<file path="src/hw/rtl/gpf_pkg.sv">
// ----------------------------------------------------------------------------
// gpf_pkg
// Shared constants for the two-prime sum filter.
// ----------------------------------------------------------------------------
package gpf_pkg;

  localparam int LIMIT_WIDTH = 16;
  localparam int FIRST_PRIME = 2;

endpackage

</file>
<file path="src/hw/rtl/goldbach_pair_filter.sv">
// ----------------------------------------------------------------------------
// goldbach_pair_filter
// Flags values that are the sum of two primes, plus a report flag for
// positive values below a configured limit that are not.
//
//   channel | dir | handshake             | word
//   --------+-----+-----------------------+-----------------------------------
//   in      | in  | in_valid_i/in_stall_o | value_i, last_item_i
//   out     | out | out_valid_o/out_stall_i | is_prime_sum_o, report_o, last_out_o
//   cfg     | in  | cfg_we_i              | cfg_wdata_i (upper limit)
//
// One word at a time: the sequencer accepts a word, tests each trial divisor
// of a candidate (bit-serial restoring divider) and ends a test as prime once
// the divisor's square passes it, then loads the result register. Values below
// 4 skip the search. Worst case is set by the candidate-pair search of even values.
// Reset clears the sequencer, the output valid and the limit (to 0).
// A stalled result holds in the output register; in_stall_o is low whenever
// the sequencer is idle, even if that register is still full.
// ----------------------------------------------------------------------------
module goldbach_pair_filter #(
  parameter int VALUE_WIDTH = 16
) (
  input  logic                            clk_i,
  input  logic                            rst_ni,
  input  logic                            in_valid_i,
  output logic                            in_stall_o,
  input  logic [VALUE_WIDTH-1:0]          value_i,
  input  logic                            last_item_i,
  output logic                            out_valid_o,
  input  logic                            out_stall_i,
  output logic                            is_prime_sum_o,
  output logic                            report_o,
  output logic                            last_out_o,
  input  logic                            cfg_we_i,
  input  logic [gpf_pkg::LIMIT_WIDTH-1:0] cfg_wdata_i
);

  localparam int W     = VALUE_WIDTH;
  localparam int LW    = gpf_pkg::LIMIT_WIDTH;
  localparam int CW    = $clog2(W);
  localparam int CMP_W = ((W > LW) ? W : LW) + 1;

  localparam logic [1:0] S_IDLE = 2'd0;
  localparam logic [1:0] S_TEST = 2'd1;
  localparam logic [1:0] S_DIV  = 2'd2;
  localparam logic [1:0] S_DONE = 2'd3;

  logic [1:0]    state_q, state_d;
  logic          out_valid_q, out_valid_d;
  logic [LW-1:0] limit_q, limit_d;

  logic [W-1:0]  val_q, val_d;
  logic          last_q, last_d;
  logic          odd_q, odd_d;
  logic          phase_q, phase_d;
  logic          sum_q, sum_d;
  logic [W-1:0]  i_q, i_d;
  logic [W-1:0]  m_q, m_d;
  logic [W-1:0]  d_q, d_d;
  logic [W:0]    sq_q, sq_d;
  logic [W-1:0]  rem_q, rem_d;
  logic [W-1:0]  sh_q, sh_d;
  logic [CW-1:0] cnt_q, cnt_d;
  logic          out_sum_q, out_sum_d;
  logic          out_rep_q, out_rep_d;
  logic          out_last_q, out_last_d;

  logic [W:0]    rem_sh;
  logic [W-1:0]  rem_sub;
  logic [W-1:0]  rem_nx;
  logic [W-1:0]  i_inc;
  logic [W-1:0]  half;
  logic          lt4;
  logic          verdict;
  logic          prime;
  logic          pos;
  logic          below;

  assign in_stall_o     = (state_q != S_IDLE);
  assign out_valid_o    = out_valid_q;
  assign is_prime_sum_o = out_sum_q;
  assign report_o       = out_rep_q;
  assign last_out_o     = out_last_q;

  // restoring divider step, one dividend bit per cycle
  assign rem_sh  = {rem_q, sh_q[W-1]};
  assign rem_sub = rem_sh[W-1:0] - d_q;
  assign rem_nx  = (rem_sh >= {1'b0, d_q}) ? rem_sub : rem_sh[W-1:0];

  assign i_inc = i_q + W'(1);
  assign half  = {1'b0, val_q[W-1:1]};
  assign lt4   = value_i[W-1] || (value_i[W-1:2] == '0);

  assign pos   = !val_q[W-1] && (val_q != '0);
  assign below = $signed({{(CMP_W-W){val_q[W-1]}}, val_q})
               < $signed({{(CMP_W-LW){limit_q[LW-1]}}, limit_q});

  always_comb begin
    state_d     = state_q;
    out_valid_d = out_valid_q;
    limit_d     = limit_q;
    val_d       = val_q;
    last_d      = last_q;
    odd_d       = odd_q;
    phase_d     = phase_q;
    sum_d       = sum_q;
    i_d         = i_q;
    m_d         = m_q;
    d_d         = d_q;
    sq_d        = sq_q;
    rem_d       = rem_q;
    sh_d        = sh_q;
    cnt_d       = cnt_q;
    out_sum_d   = out_sum_q;
    out_rep_d   = out_rep_q;
    out_last_d  = out_last_q;
    verdict     = 1'b0;
    prime       = 1'b0;

    if (cfg_we_i) begin
      limit_d = cfg_wdata_i;
    end
    if (out_valid_q && !out_stall_i) begin
      out_valid_d = 1'b0;
    end

    case (state_q)
      S_IDLE: begin
        if (in_valid_i) begin
          val_d  = value_i;
          last_d = last_item_i;
          d_d    = W'(gpf_pkg::FIRST_PRIME);
          sq_d   = (W+1)'(gpf_pkg::FIRST_PRIME * gpf_pkg::FIRST_PRIME);
          if (lt4) begin
            sum_d   = 1'b0;
            state_d = S_DONE;
          end else if (value_i[0]) begin
            // odd: only (2, n-2) can work
            odd_d   = 1'b1;
            m_d     = value_i - W'(gpf_pkg::FIRST_PRIME);
            state_d = S_TEST;
          end else begin
            odd_d   = 1'b0;
            phase_d = 1'b0;
            i_d     = W'(gpf_pkg::FIRST_PRIME);
            m_d     = W'(gpf_pkg::FIRST_PRIME);
            state_d = S_TEST;
          end
        end
      end
      S_TEST: begin
        if (sq_q > {1'b0, m_q}) begin
          verdict = 1'b1;
          prime   = 1'b1;
        end else begin
          rem_d   = '0;
          sh_d    = m_q;
          cnt_d   = CW'(W - 1);
          state_d = S_DIV;
        end
      end
      S_DIV: begin
        rem_d = rem_nx;
        sh_d  = sh_q << 1;
        cnt_d = cnt_q - CW'(1);
        if (cnt_q == '0) begin
          if (rem_nx == '0) begin
            verdict = 1'b1;
            prime   = 1'b0;
          end else begin
            // (d+1)^2 = d^2 + 2d + 1
            d_d     = d_q + W'(1);
            sq_d    = sq_q + {d_q, 1'b1};
            state_d = S_TEST;
          end
        end
      end
      S_DONE: begin
        if (!out_valid_q || !out_stall_i) begin
          out_valid_d = 1'b1;
          out_sum_d   = sum_q;
          out_rep_d   = pos && below && !sum_q;
          out_last_d  = last_q;
          state_d     = S_IDLE;
        end
      end
      default: begin
        state_d = S_IDLE;
      end
    endcase

    if (verdict) begin
      d_d  = W'(gpf_pkg::FIRST_PRIME);
      sq_d = (W+1)'(gpf_pkg::FIRST_PRIME * gpf_pkg::FIRST_PRIME);
      if (odd_q) begin
        sum_d   = prime;
        state_d = S_DONE;
      end else if (!phase_q && prime) begin
        phase_d = 1'b1;
        m_d     = val_q - i_q;
        state_d = S_TEST;
      end else if (phase_q && prime) begin
        sum_d   = 1'b1;
        state_d = S_DONE;
      end else if (i_inc > half) begin
        sum_d   = 1'b0;
        state_d = S_DONE;
      end else begin
        i_d     = i_inc;
        phase_d = 1'b0;
        m_d     = i_inc;
        state_d = S_TEST;
      end
    end
  end

  always_ff @(posedge clk_i or negedge rst_ni) begin
    if (!rst_ni) begin
      state_q     <= S_IDLE;
      out_valid_q <= 1'b0;
      limit_q     <= '0;
    end else begin
      state_q     <= state_d;
      out_valid_q <= out_valid_d;
      limit_q     <= limit_d;
    end
  end

  always_ff @(posedge clk_i) begin
    val_q      <= val_d;
    last_q     <= last_d;
    odd_q      <= odd_d;
    phase_q    <= phase_d;
    sum_q      <= sum_d;
    i_q        <= i_d;
    m_q        <= m_d;
    d_q        <= d_d;
    sq_q       <= sq_d;
    rem_q      <= rem_d;
    sh_q       <= sh_d;
    cnt_q      <= cnt_d;
    out_sum_q  <= out_sum_d;
    out_rep_q  <= out_rep_d;
    out_last_q <= out_last_d;
  end

endmodule

</file>
<file path="config.mk">
export PLATFORM = sky130hd
export DESIGN_NAME = goldbach_pair_filter
export DESIGN_NICKNAME = d
export VERILOG_FILES = /design/src/hw/rtl/gpf_pkg.sv /design/src/hw/rtl/goldbach_pair_filter.sv
export SDC_FILE = /design/constraint.sdc
export NUM_CORES = 1
export LEC_CHECK = 0
export ABC_CLOCK_PERIOD_IN_PS = 3950
export BUFFER_PORTS_ARGS = -buffer_cell sky130_fd_sc_hd__buf_2
export CAP_MARGIN = 20
export CELL_PAD_IN_SITES_DETAIL_PLACEMENT = 0
export CELL_PAD_IN_SITES_GLOBAL_PLACEMENT = 1
export CORE_ASPECT_RATIO = 0.6
export CORE_MARGIN = 4
export CORE_UTILIZATION = 44
export DETAILED_ROUTE_END_ITERATION = 16
export GPL_ROUTABILITY_DRIVEN = 0
export PLACE_DENSITY = 0.87
export SLEW_MARGIN = 0
export SYNTH_ARGS = -nofsm -noshare
export SYNTH_HDL_FRONTEND = slang
export SYNTH_SLANG_ARGS = --single-unit
export TNS_END_PERCENT = 50
</file>
<file path="constraint.sdc">
create_clock -name clk_i -period 3.95 [get_ports clk_i]
set_input_delay 0.395 -clock clk_i [delete_from_list [all_inputs] [get_ports clk_i]]
set_output_delay 0.395 -clock clk_i [all_outputs]
set_load 0.05 [all_outputs]
</file>
# Word-level counts from Yosys, hierarchy flattened
# Index checks and enable logic that the tools add are counted.
classes:
  addsub: 7
  n_lt_le_gt_ge: 4
  eq_ne: 12
  n_mux: 71
  bitwise_logic: 1
  n_reduce_logical: 27
ops:
  columns: ["cell", "count"]
  rows:
  - ["2-to-1 mux 16 bit", 24]
  - ["case mux 16 bit (2 select lines)", 3]
  - ["2-to-1 mux 17 bit", 3]
  - ["case mux 17 bit (2 select lines)", 1]
  - ["adder 16 x 1 -> 16 bit (second input constant)", 2]
  - ["subtractor 16 bit", 2]
  - ["2-to-1 mux 1 bit", 25]
  - ["2-to-1 mux 2 bit", 11]
  - ["adder 17 bit", 1]
  - [">= comparator 17 x 16 -> 1 bit", 1]
  - ["> comparator 17 x 16 -> 1 bit", 1]
  - ["> comparator 16 x 15 -> 1 bit", 1]
  - ["zero test 16 bit", 1]
  - ["less-than comparator 16 bit", 1]
  - ["nonzero test 16 bit", 1]
  - ["subtractor 16 x 2 -> 16 bit (second input constant)", 1]
  - ["inequality test 3 bit (second input constant)", 5]
  - ["zero test 14 bit", 1]
  - ["inequality test 2 bit (second input constant)", 4]
  - ["case mux 2 bit (4 select lines)", 1]
  - ["case mux 4 bit (2 select lines)", 1]
  - ["logical AND 1 bit", 6]
  - ["AND reduction 2 bit", 3]
  - ["nonzero test 2 bit", 3]
  - ["other kinds (13)", 19]
word_totals:
  regBits: 143
  wordCells: 140

# Depth between registers and ports, before layout
depth:
  depth_word: 10
  depth_mapped: 17
  ltp_nobuf: 16

# Worst setup path after synthesis
# Ideal clock, no wire load.
synth_timing:
  path_type: "register -> register"
  start: "reg i_q[0]"
  end: "reg i_q[11]"
  setup_ps: 74
  arrival_ps: 3946
  required_ps: 3876
  path_slack_ps: -71
  path_stages_with_launch: 18
  n_path_buf: 1
  path_cell_list: "dfxtp_1 ha_1 nand3_1 nor4_1 and3_1 and3_1 xnor2_1 ha_1 and3_1 nand3_1 or4_1 o221ai_1 o211ai_1 nor2_1 nand4_4 buf_4 or3_1 o21ai_0"
synth_between:
  elab_chain_cells: 7
synth_rtl:
  columns: ["element", "line", "source"]
  rows:
  - ["start, declared", "goldbach_pair_filter.sv:57", "logic [W-1:0] i_q, i_d;"]
  - ["start signal, assigned", "goldbach_pair_filter.sv:235", "i_q <= i_d;"]
  - ["adder 16 x 1 -> 16 bit *", "goldbach_pair_filter.sv:90", "assign i_inc = i_q + W'(1);"]
  - ["> comparator 16 x 15 -> 1 bit", "goldbach_pair_filter.sv:205", "end else if (i_inc > half) begin"]
  - ["2-to-1 mux 16 bit *", "goldbach_pair_filter.sv:205", null]
  - ["2-to-1 mux 16 bit *", "goldbach_pair_filter.sv:202", "end else if (phase_q && prime) begin"]
  - ["2-to-1 mux 16 bit *", "goldbach_pair_filter.sv:198", "end else if (!phase_q && prime) begin"]
  - ["2-to-1 mux 16 bit *", "goldbach_pair_filter.sv:195", "if (odd_q) begin"]
  - ["2-to-1 mux 16 bit *", "goldbach_pair_filter.sv:192", "if (verdict) begin"]
  - ["named net i_d[11]", "goldbach_pair_filter.sv:57", null]
# Mark *: on every way through the listed nets, which the timed path passes. The rest lies on a longest branch.
# A chain may end at the register's enable or synchronous reset.

# Worst setup path after layout
layout_timing:
  start: "reg rem_q[0]"
  end: "reg sq_q[9]"
layout_between:
  elab_chain_cells: 6
  word_cells_on_any_way: 9
  cone_classes: "1 x add/sub; 1 x order compare; 1 x eq/ne; 4 x mux; 2 x reduce/logical"
layout_rtl:
  columns: ["element", "line", "source"]
  rows:
  - ["start, declared", "goldbach_pair_filter.sv:61", "logic [W-1:0] rem_q, rem_d;"]
  - ["start signal, assigned", "goldbach_pair_filter.sv:239", "rem_q <= rem_d;"]
  - ["subtractor 16 bit / >= comparator 17 x 16 -> 1 bit (equally long branches)", "goldbach_pair_filter.sv:87, goldbach_pair_filter.sv:88", null]
  - ["2-to-1 mux 16 bit *", "goldbach_pair_filter.sv:88", "assign rem_nx = (rem_sh >= {1'b0, d_q}) ? rem_sub : rem_sh[W-1:0];"]
  - ["zero test 16 bit *", "goldbach_pair_filter.sv:167", "if (rem_nx == '0) begin"]
  - ["2-to-1 mux 1 bit", "goldbach_pair_filter.sv:167", null]
  - ["2-to-1 mux 1 bit", "goldbach_pair_filter.sv:166", "if (cnt_q == '0) begin"]
  - ["case mux 1 bit (2 select lines)", "goldbach_pair_filter.sv:127", "case (state_q)"]
  - ["end signal, assigned", "goldbach_pair_filter.sv:238", "sq_q <= sq_d;"]
  - ["end, declared", "goldbach_pair_filter.sv:60", "logic [W:0] sq_q, sq_d;"]
# Every way passes the cells marked *; elsewhere a longest branch is shown, timed or not.

==> impl_metrics.tcl <==
set metrics [dict create \
    pre_cts_ws_ns -0.173 \
    track_usage_pct 23.9 \
    finalCritPeriodShare_pct 102 \
    gr-total-overflow 0 \
    dr_wl_met3_mm 3.73 \
    cts_buffer_depth 2 \
    whs_ns 0.147 \
    grt_max_degree 33 \
    top_layer_used "met5" \
    fin_cells 1597 \
    ys_seq_elements 143 \
    drc 0 \
    drt_iter0_drc 851 \
    start_util_pct 45.4 \
    grt_pass1_wl_mm 48.6 \
    p_leak_nw 5.87 \
    synth_nets 1298 \
    place_hpwl_mm 24.1 \
    setup_viol 28 \
    max-vdd-ir-drop_uv 185 \
    arrival_ns 4.35 \
    diodes 0 \
    dp_cells 1548 \
    hp-class "in2reg" \
    worst_pin_slew_ns 1.14 \
    clock_sinks 143 \
    ys.warnings.count 0 \
    ant_nets 0 \
    cp-start-kind "flop" \
    dr_wl_met2_mm 11.7 \
    clk_latency_ns 0.43 \
    placementRows 42 \
    nFillCells 2009 \
    cts_buffers 17 \
    die_w_um 204 \
    synth_cells 1156 \
    setup_ws_ns -0.0802 \
    coreArea_um2 22400 \
    viasPerCell 6.00 \
    cp_max_fo 9 \
    antenna_found_initial 1 \
    layout-drive-gt1-share_pct 19.6 \
    rsz0062_at_grt "yes" \
    cp-end-kind "flop" \
    finalHoldViolCount 0 \
    ys_dominant_reg_cell "dfxtp_1" \
    grt_pass1_vias 8560 \
    synth_cell_types 76 \
    violations "negative setup slack" \
    htree_levels 4 \
    portBuffers 42 \
    io_pins 43 \
    ys_seq_area_share_pct 34.7 \
    die-area_um2 25700 \
    met1Wirelength_mm 16.2 \
    cts_tree "done" \
    drv_cap 0 \
    cp_data_required_time_ns 4.27 \
    vias 9586 \
    slew_violations 0 \
    synth_area_um2 10200 \
    async_flop_share_pct 13.3 \
    seqCellArea_um2 3530 \
    path_class "reg2reg" \
    clk_pin_slew_worst_paths_ns 0.06 \
    fin_crit_ns 4.03 \
    multi_input_area_um2 6310 \
    slew_headroom_pct 23.2 \
    wl_per_cell_um 19.9 \
    syn_area_per_cell_um2 8.79 \
    drt-total-wl_mm 31.8 \
    skew_ns 0.00768 \
    clock-root-buffer "clkbuf_16" \
    status "finished with violations" \
    power_density_nw_per_um2 274 \
    firstDrtPassIters 5 \
    finalPower_mw 3.38 \
    final_core_util_pct 55.1 \
    die_y_um 126 \
    fin_nets 1418 \
    synth_edf_count 57 \
    max_freq_ghz 0.248 \
    syn_to_final_growth_pct 21.4 \
]
-- Yosys cell counts, drive strengths merged, types with 11 or more instances --
master	n	area (µm²)
a31o	13	114
nand2b	11	76.3
a22o	14	123
nor3	22	110
a31oi	12	75.1
ha	101	1260
nor2b	15	93.8
edfxtp	57	1710
inv	102	383
xnor2	37	324
a21oi	67	335
nand4	25	171
o21ai	72	360
buf	11	62.6
clkbuf	33	124
nand2	100	375
nor4	17	106
nor2	70	270
a21o	22	165
nand3	41	205
dfrtp	19	475
dfxtp	67	1340
xor2	25	219
o21a	19	143
and3	15	93.8
-- cell usage in the layout (no fill, tap or decap), types with 7 or more instances in the layout --
master / netlist / final
xor2_1: 25 / 25
o21a_1: 19 / 19
nand2_1: 100 / 100
or2_2: 8 / 8
o22ai_1: 10 / 9
edfxtp_1: 57 / 57
buf_2: 5 / 42
a21boi_0: 8 / 7
dfrtp_1: 19 / 19
o31ai_1: 8 / 7
nor2_1: 69 / 67
and3_1: 15 / 13
a22o_1: 14 / 14
mux2i_1: 10 / 10
nand4_1: 24 / 24
nand2b_1: 10 / 10
buf_4: 2 / 89
o21ai_0: 68 / 59
nor3_1: 22 / 22
nor4_1: 17 / 14
a21oi_1: 67 / 67
clkbuf_16: 0 / 20
and2_1: 10 / 10
a21o_1: 22 / 22
inv_1: 102 / 101
nand3b_1: 8 / 8
a31oi_1: 12 / 11
or3_1: 10 / 10
xnor2_1: 37 / 35
o21ai_1: 4 / 8
dfxtp_1: 67 / 65
a31o_2: 13 / 13
nor2b_1: 15 / 14
nand3_1: 41 / 35
ha_1: 101 / 98
o211ai_1: 8 / 8
-- critical path, cell delays in order, from the launching register on --
cell and delay, ns:
edfxtp_1 0.44, ha_1 0.31, nor2b_1 0.16, o31a_1 0.31, o31a_1 0.31, or4_4 0.54, a21oi_1 0.15, or4b_4 0.48
o41ai_4 0.28, buf_4 0.19, a31oi_4 0.13, nor2b_1 0.19, buf_4 0.20, a22o_1 0.24
-- what timing repair did --
| action | in CTS | in global routing |
|---|---|---|
| resized for setup | 11 | 51 |
| endpoints found under the setup margin | 67 | 69 |
| buffers inserted | 2 | 11 |
| hold endpoints to repair | 19 | 0 |
| cloned | 0 | 3 |
| hold buffers | 1 | 0 |
| pin swaps | 1 | 11 |
-- state kept, by name (all words and copies together), names as in the netlist, 2 cells and up --
register and count:
cnt_q 4, d_q 16, i_q 16, limit_q 16, m_q 16, rem_q 16
sh_q 16, sq_q 17, state_q 2, val_q 16
-- per-layer routing --
metal / GRT usage, % / vias to the layer above
li1: - / 4483
met1: 40.9 / 4582
met3: 6.01 / 27
met2: 29.3 / 492
met5: 0 / -
met4: 4.17 / 2
-- final cells by class --
class | count | area share [%]
clock inverter | 10 | 1.06
sequential | 143 | 28.6
timing repair buffer | 144 | 8.90
inverter | 102 | 3.10
multi-input combinational | 868 | 51.2
tap | 308 | 3.12
clock buffer | 22 | 4.02
-- path summary, 6_finish.rpt --
path,slack [ns],end,cells after the start,start
setup / recovery,-0.08,sq_q[9],13,rem_q[0]
hold / removal,0.15,last_q,1,last_item_i
setup reg to reg,-0.08,sq_q[9],13,rem_q[0]
hold reg to reg,0.43,last_out_o,0,last_q
max in group asynchronous,3.18,limit_q[9],2,rst_ni
min in group asynchronous,0.45,state_q[1],2,rst_ni
-- per-stage QoR --
stage	instance area, µm²	setup TNS, ns
after global placement	11300	-0.123
after global routing	12300	-4.05
final	12300	-1.12
after detailed placement	11300	-4.86
after floorplan	10200	0
after CTS	12000	-0.00339
-- cells by family (layout without fill, tap and decap cells) --
kind of cell | after synthesis | in the layout | share of synthesized area [%]
compound gates | 313 | 313 | 20.8
xor+xnor | 62 | 62 | 5.34
fa+ha+maj | 104 | 104 | 13.0
buf+inv | 146 | 278 | 5.60
flops | 143 | 143 | 34.7
mux | 16 | 16 | 1.65
simple gates | 372 | 373 | 18.8
-- report_power, final --
| part | leakage (nW) | internal [mW] | switching, mW |
|---|---|---|---|
| Sequential | 1.38 | 1.54 | 0.00425 |
| Clock | 0.309 | 1.08 | 0.656 |
| Combinational | 4.17 | 0.0391 | 0.0600 |
| Total | 5.87 | 2.66 | 0.721 |
Power figures use the tool's default switching activity.
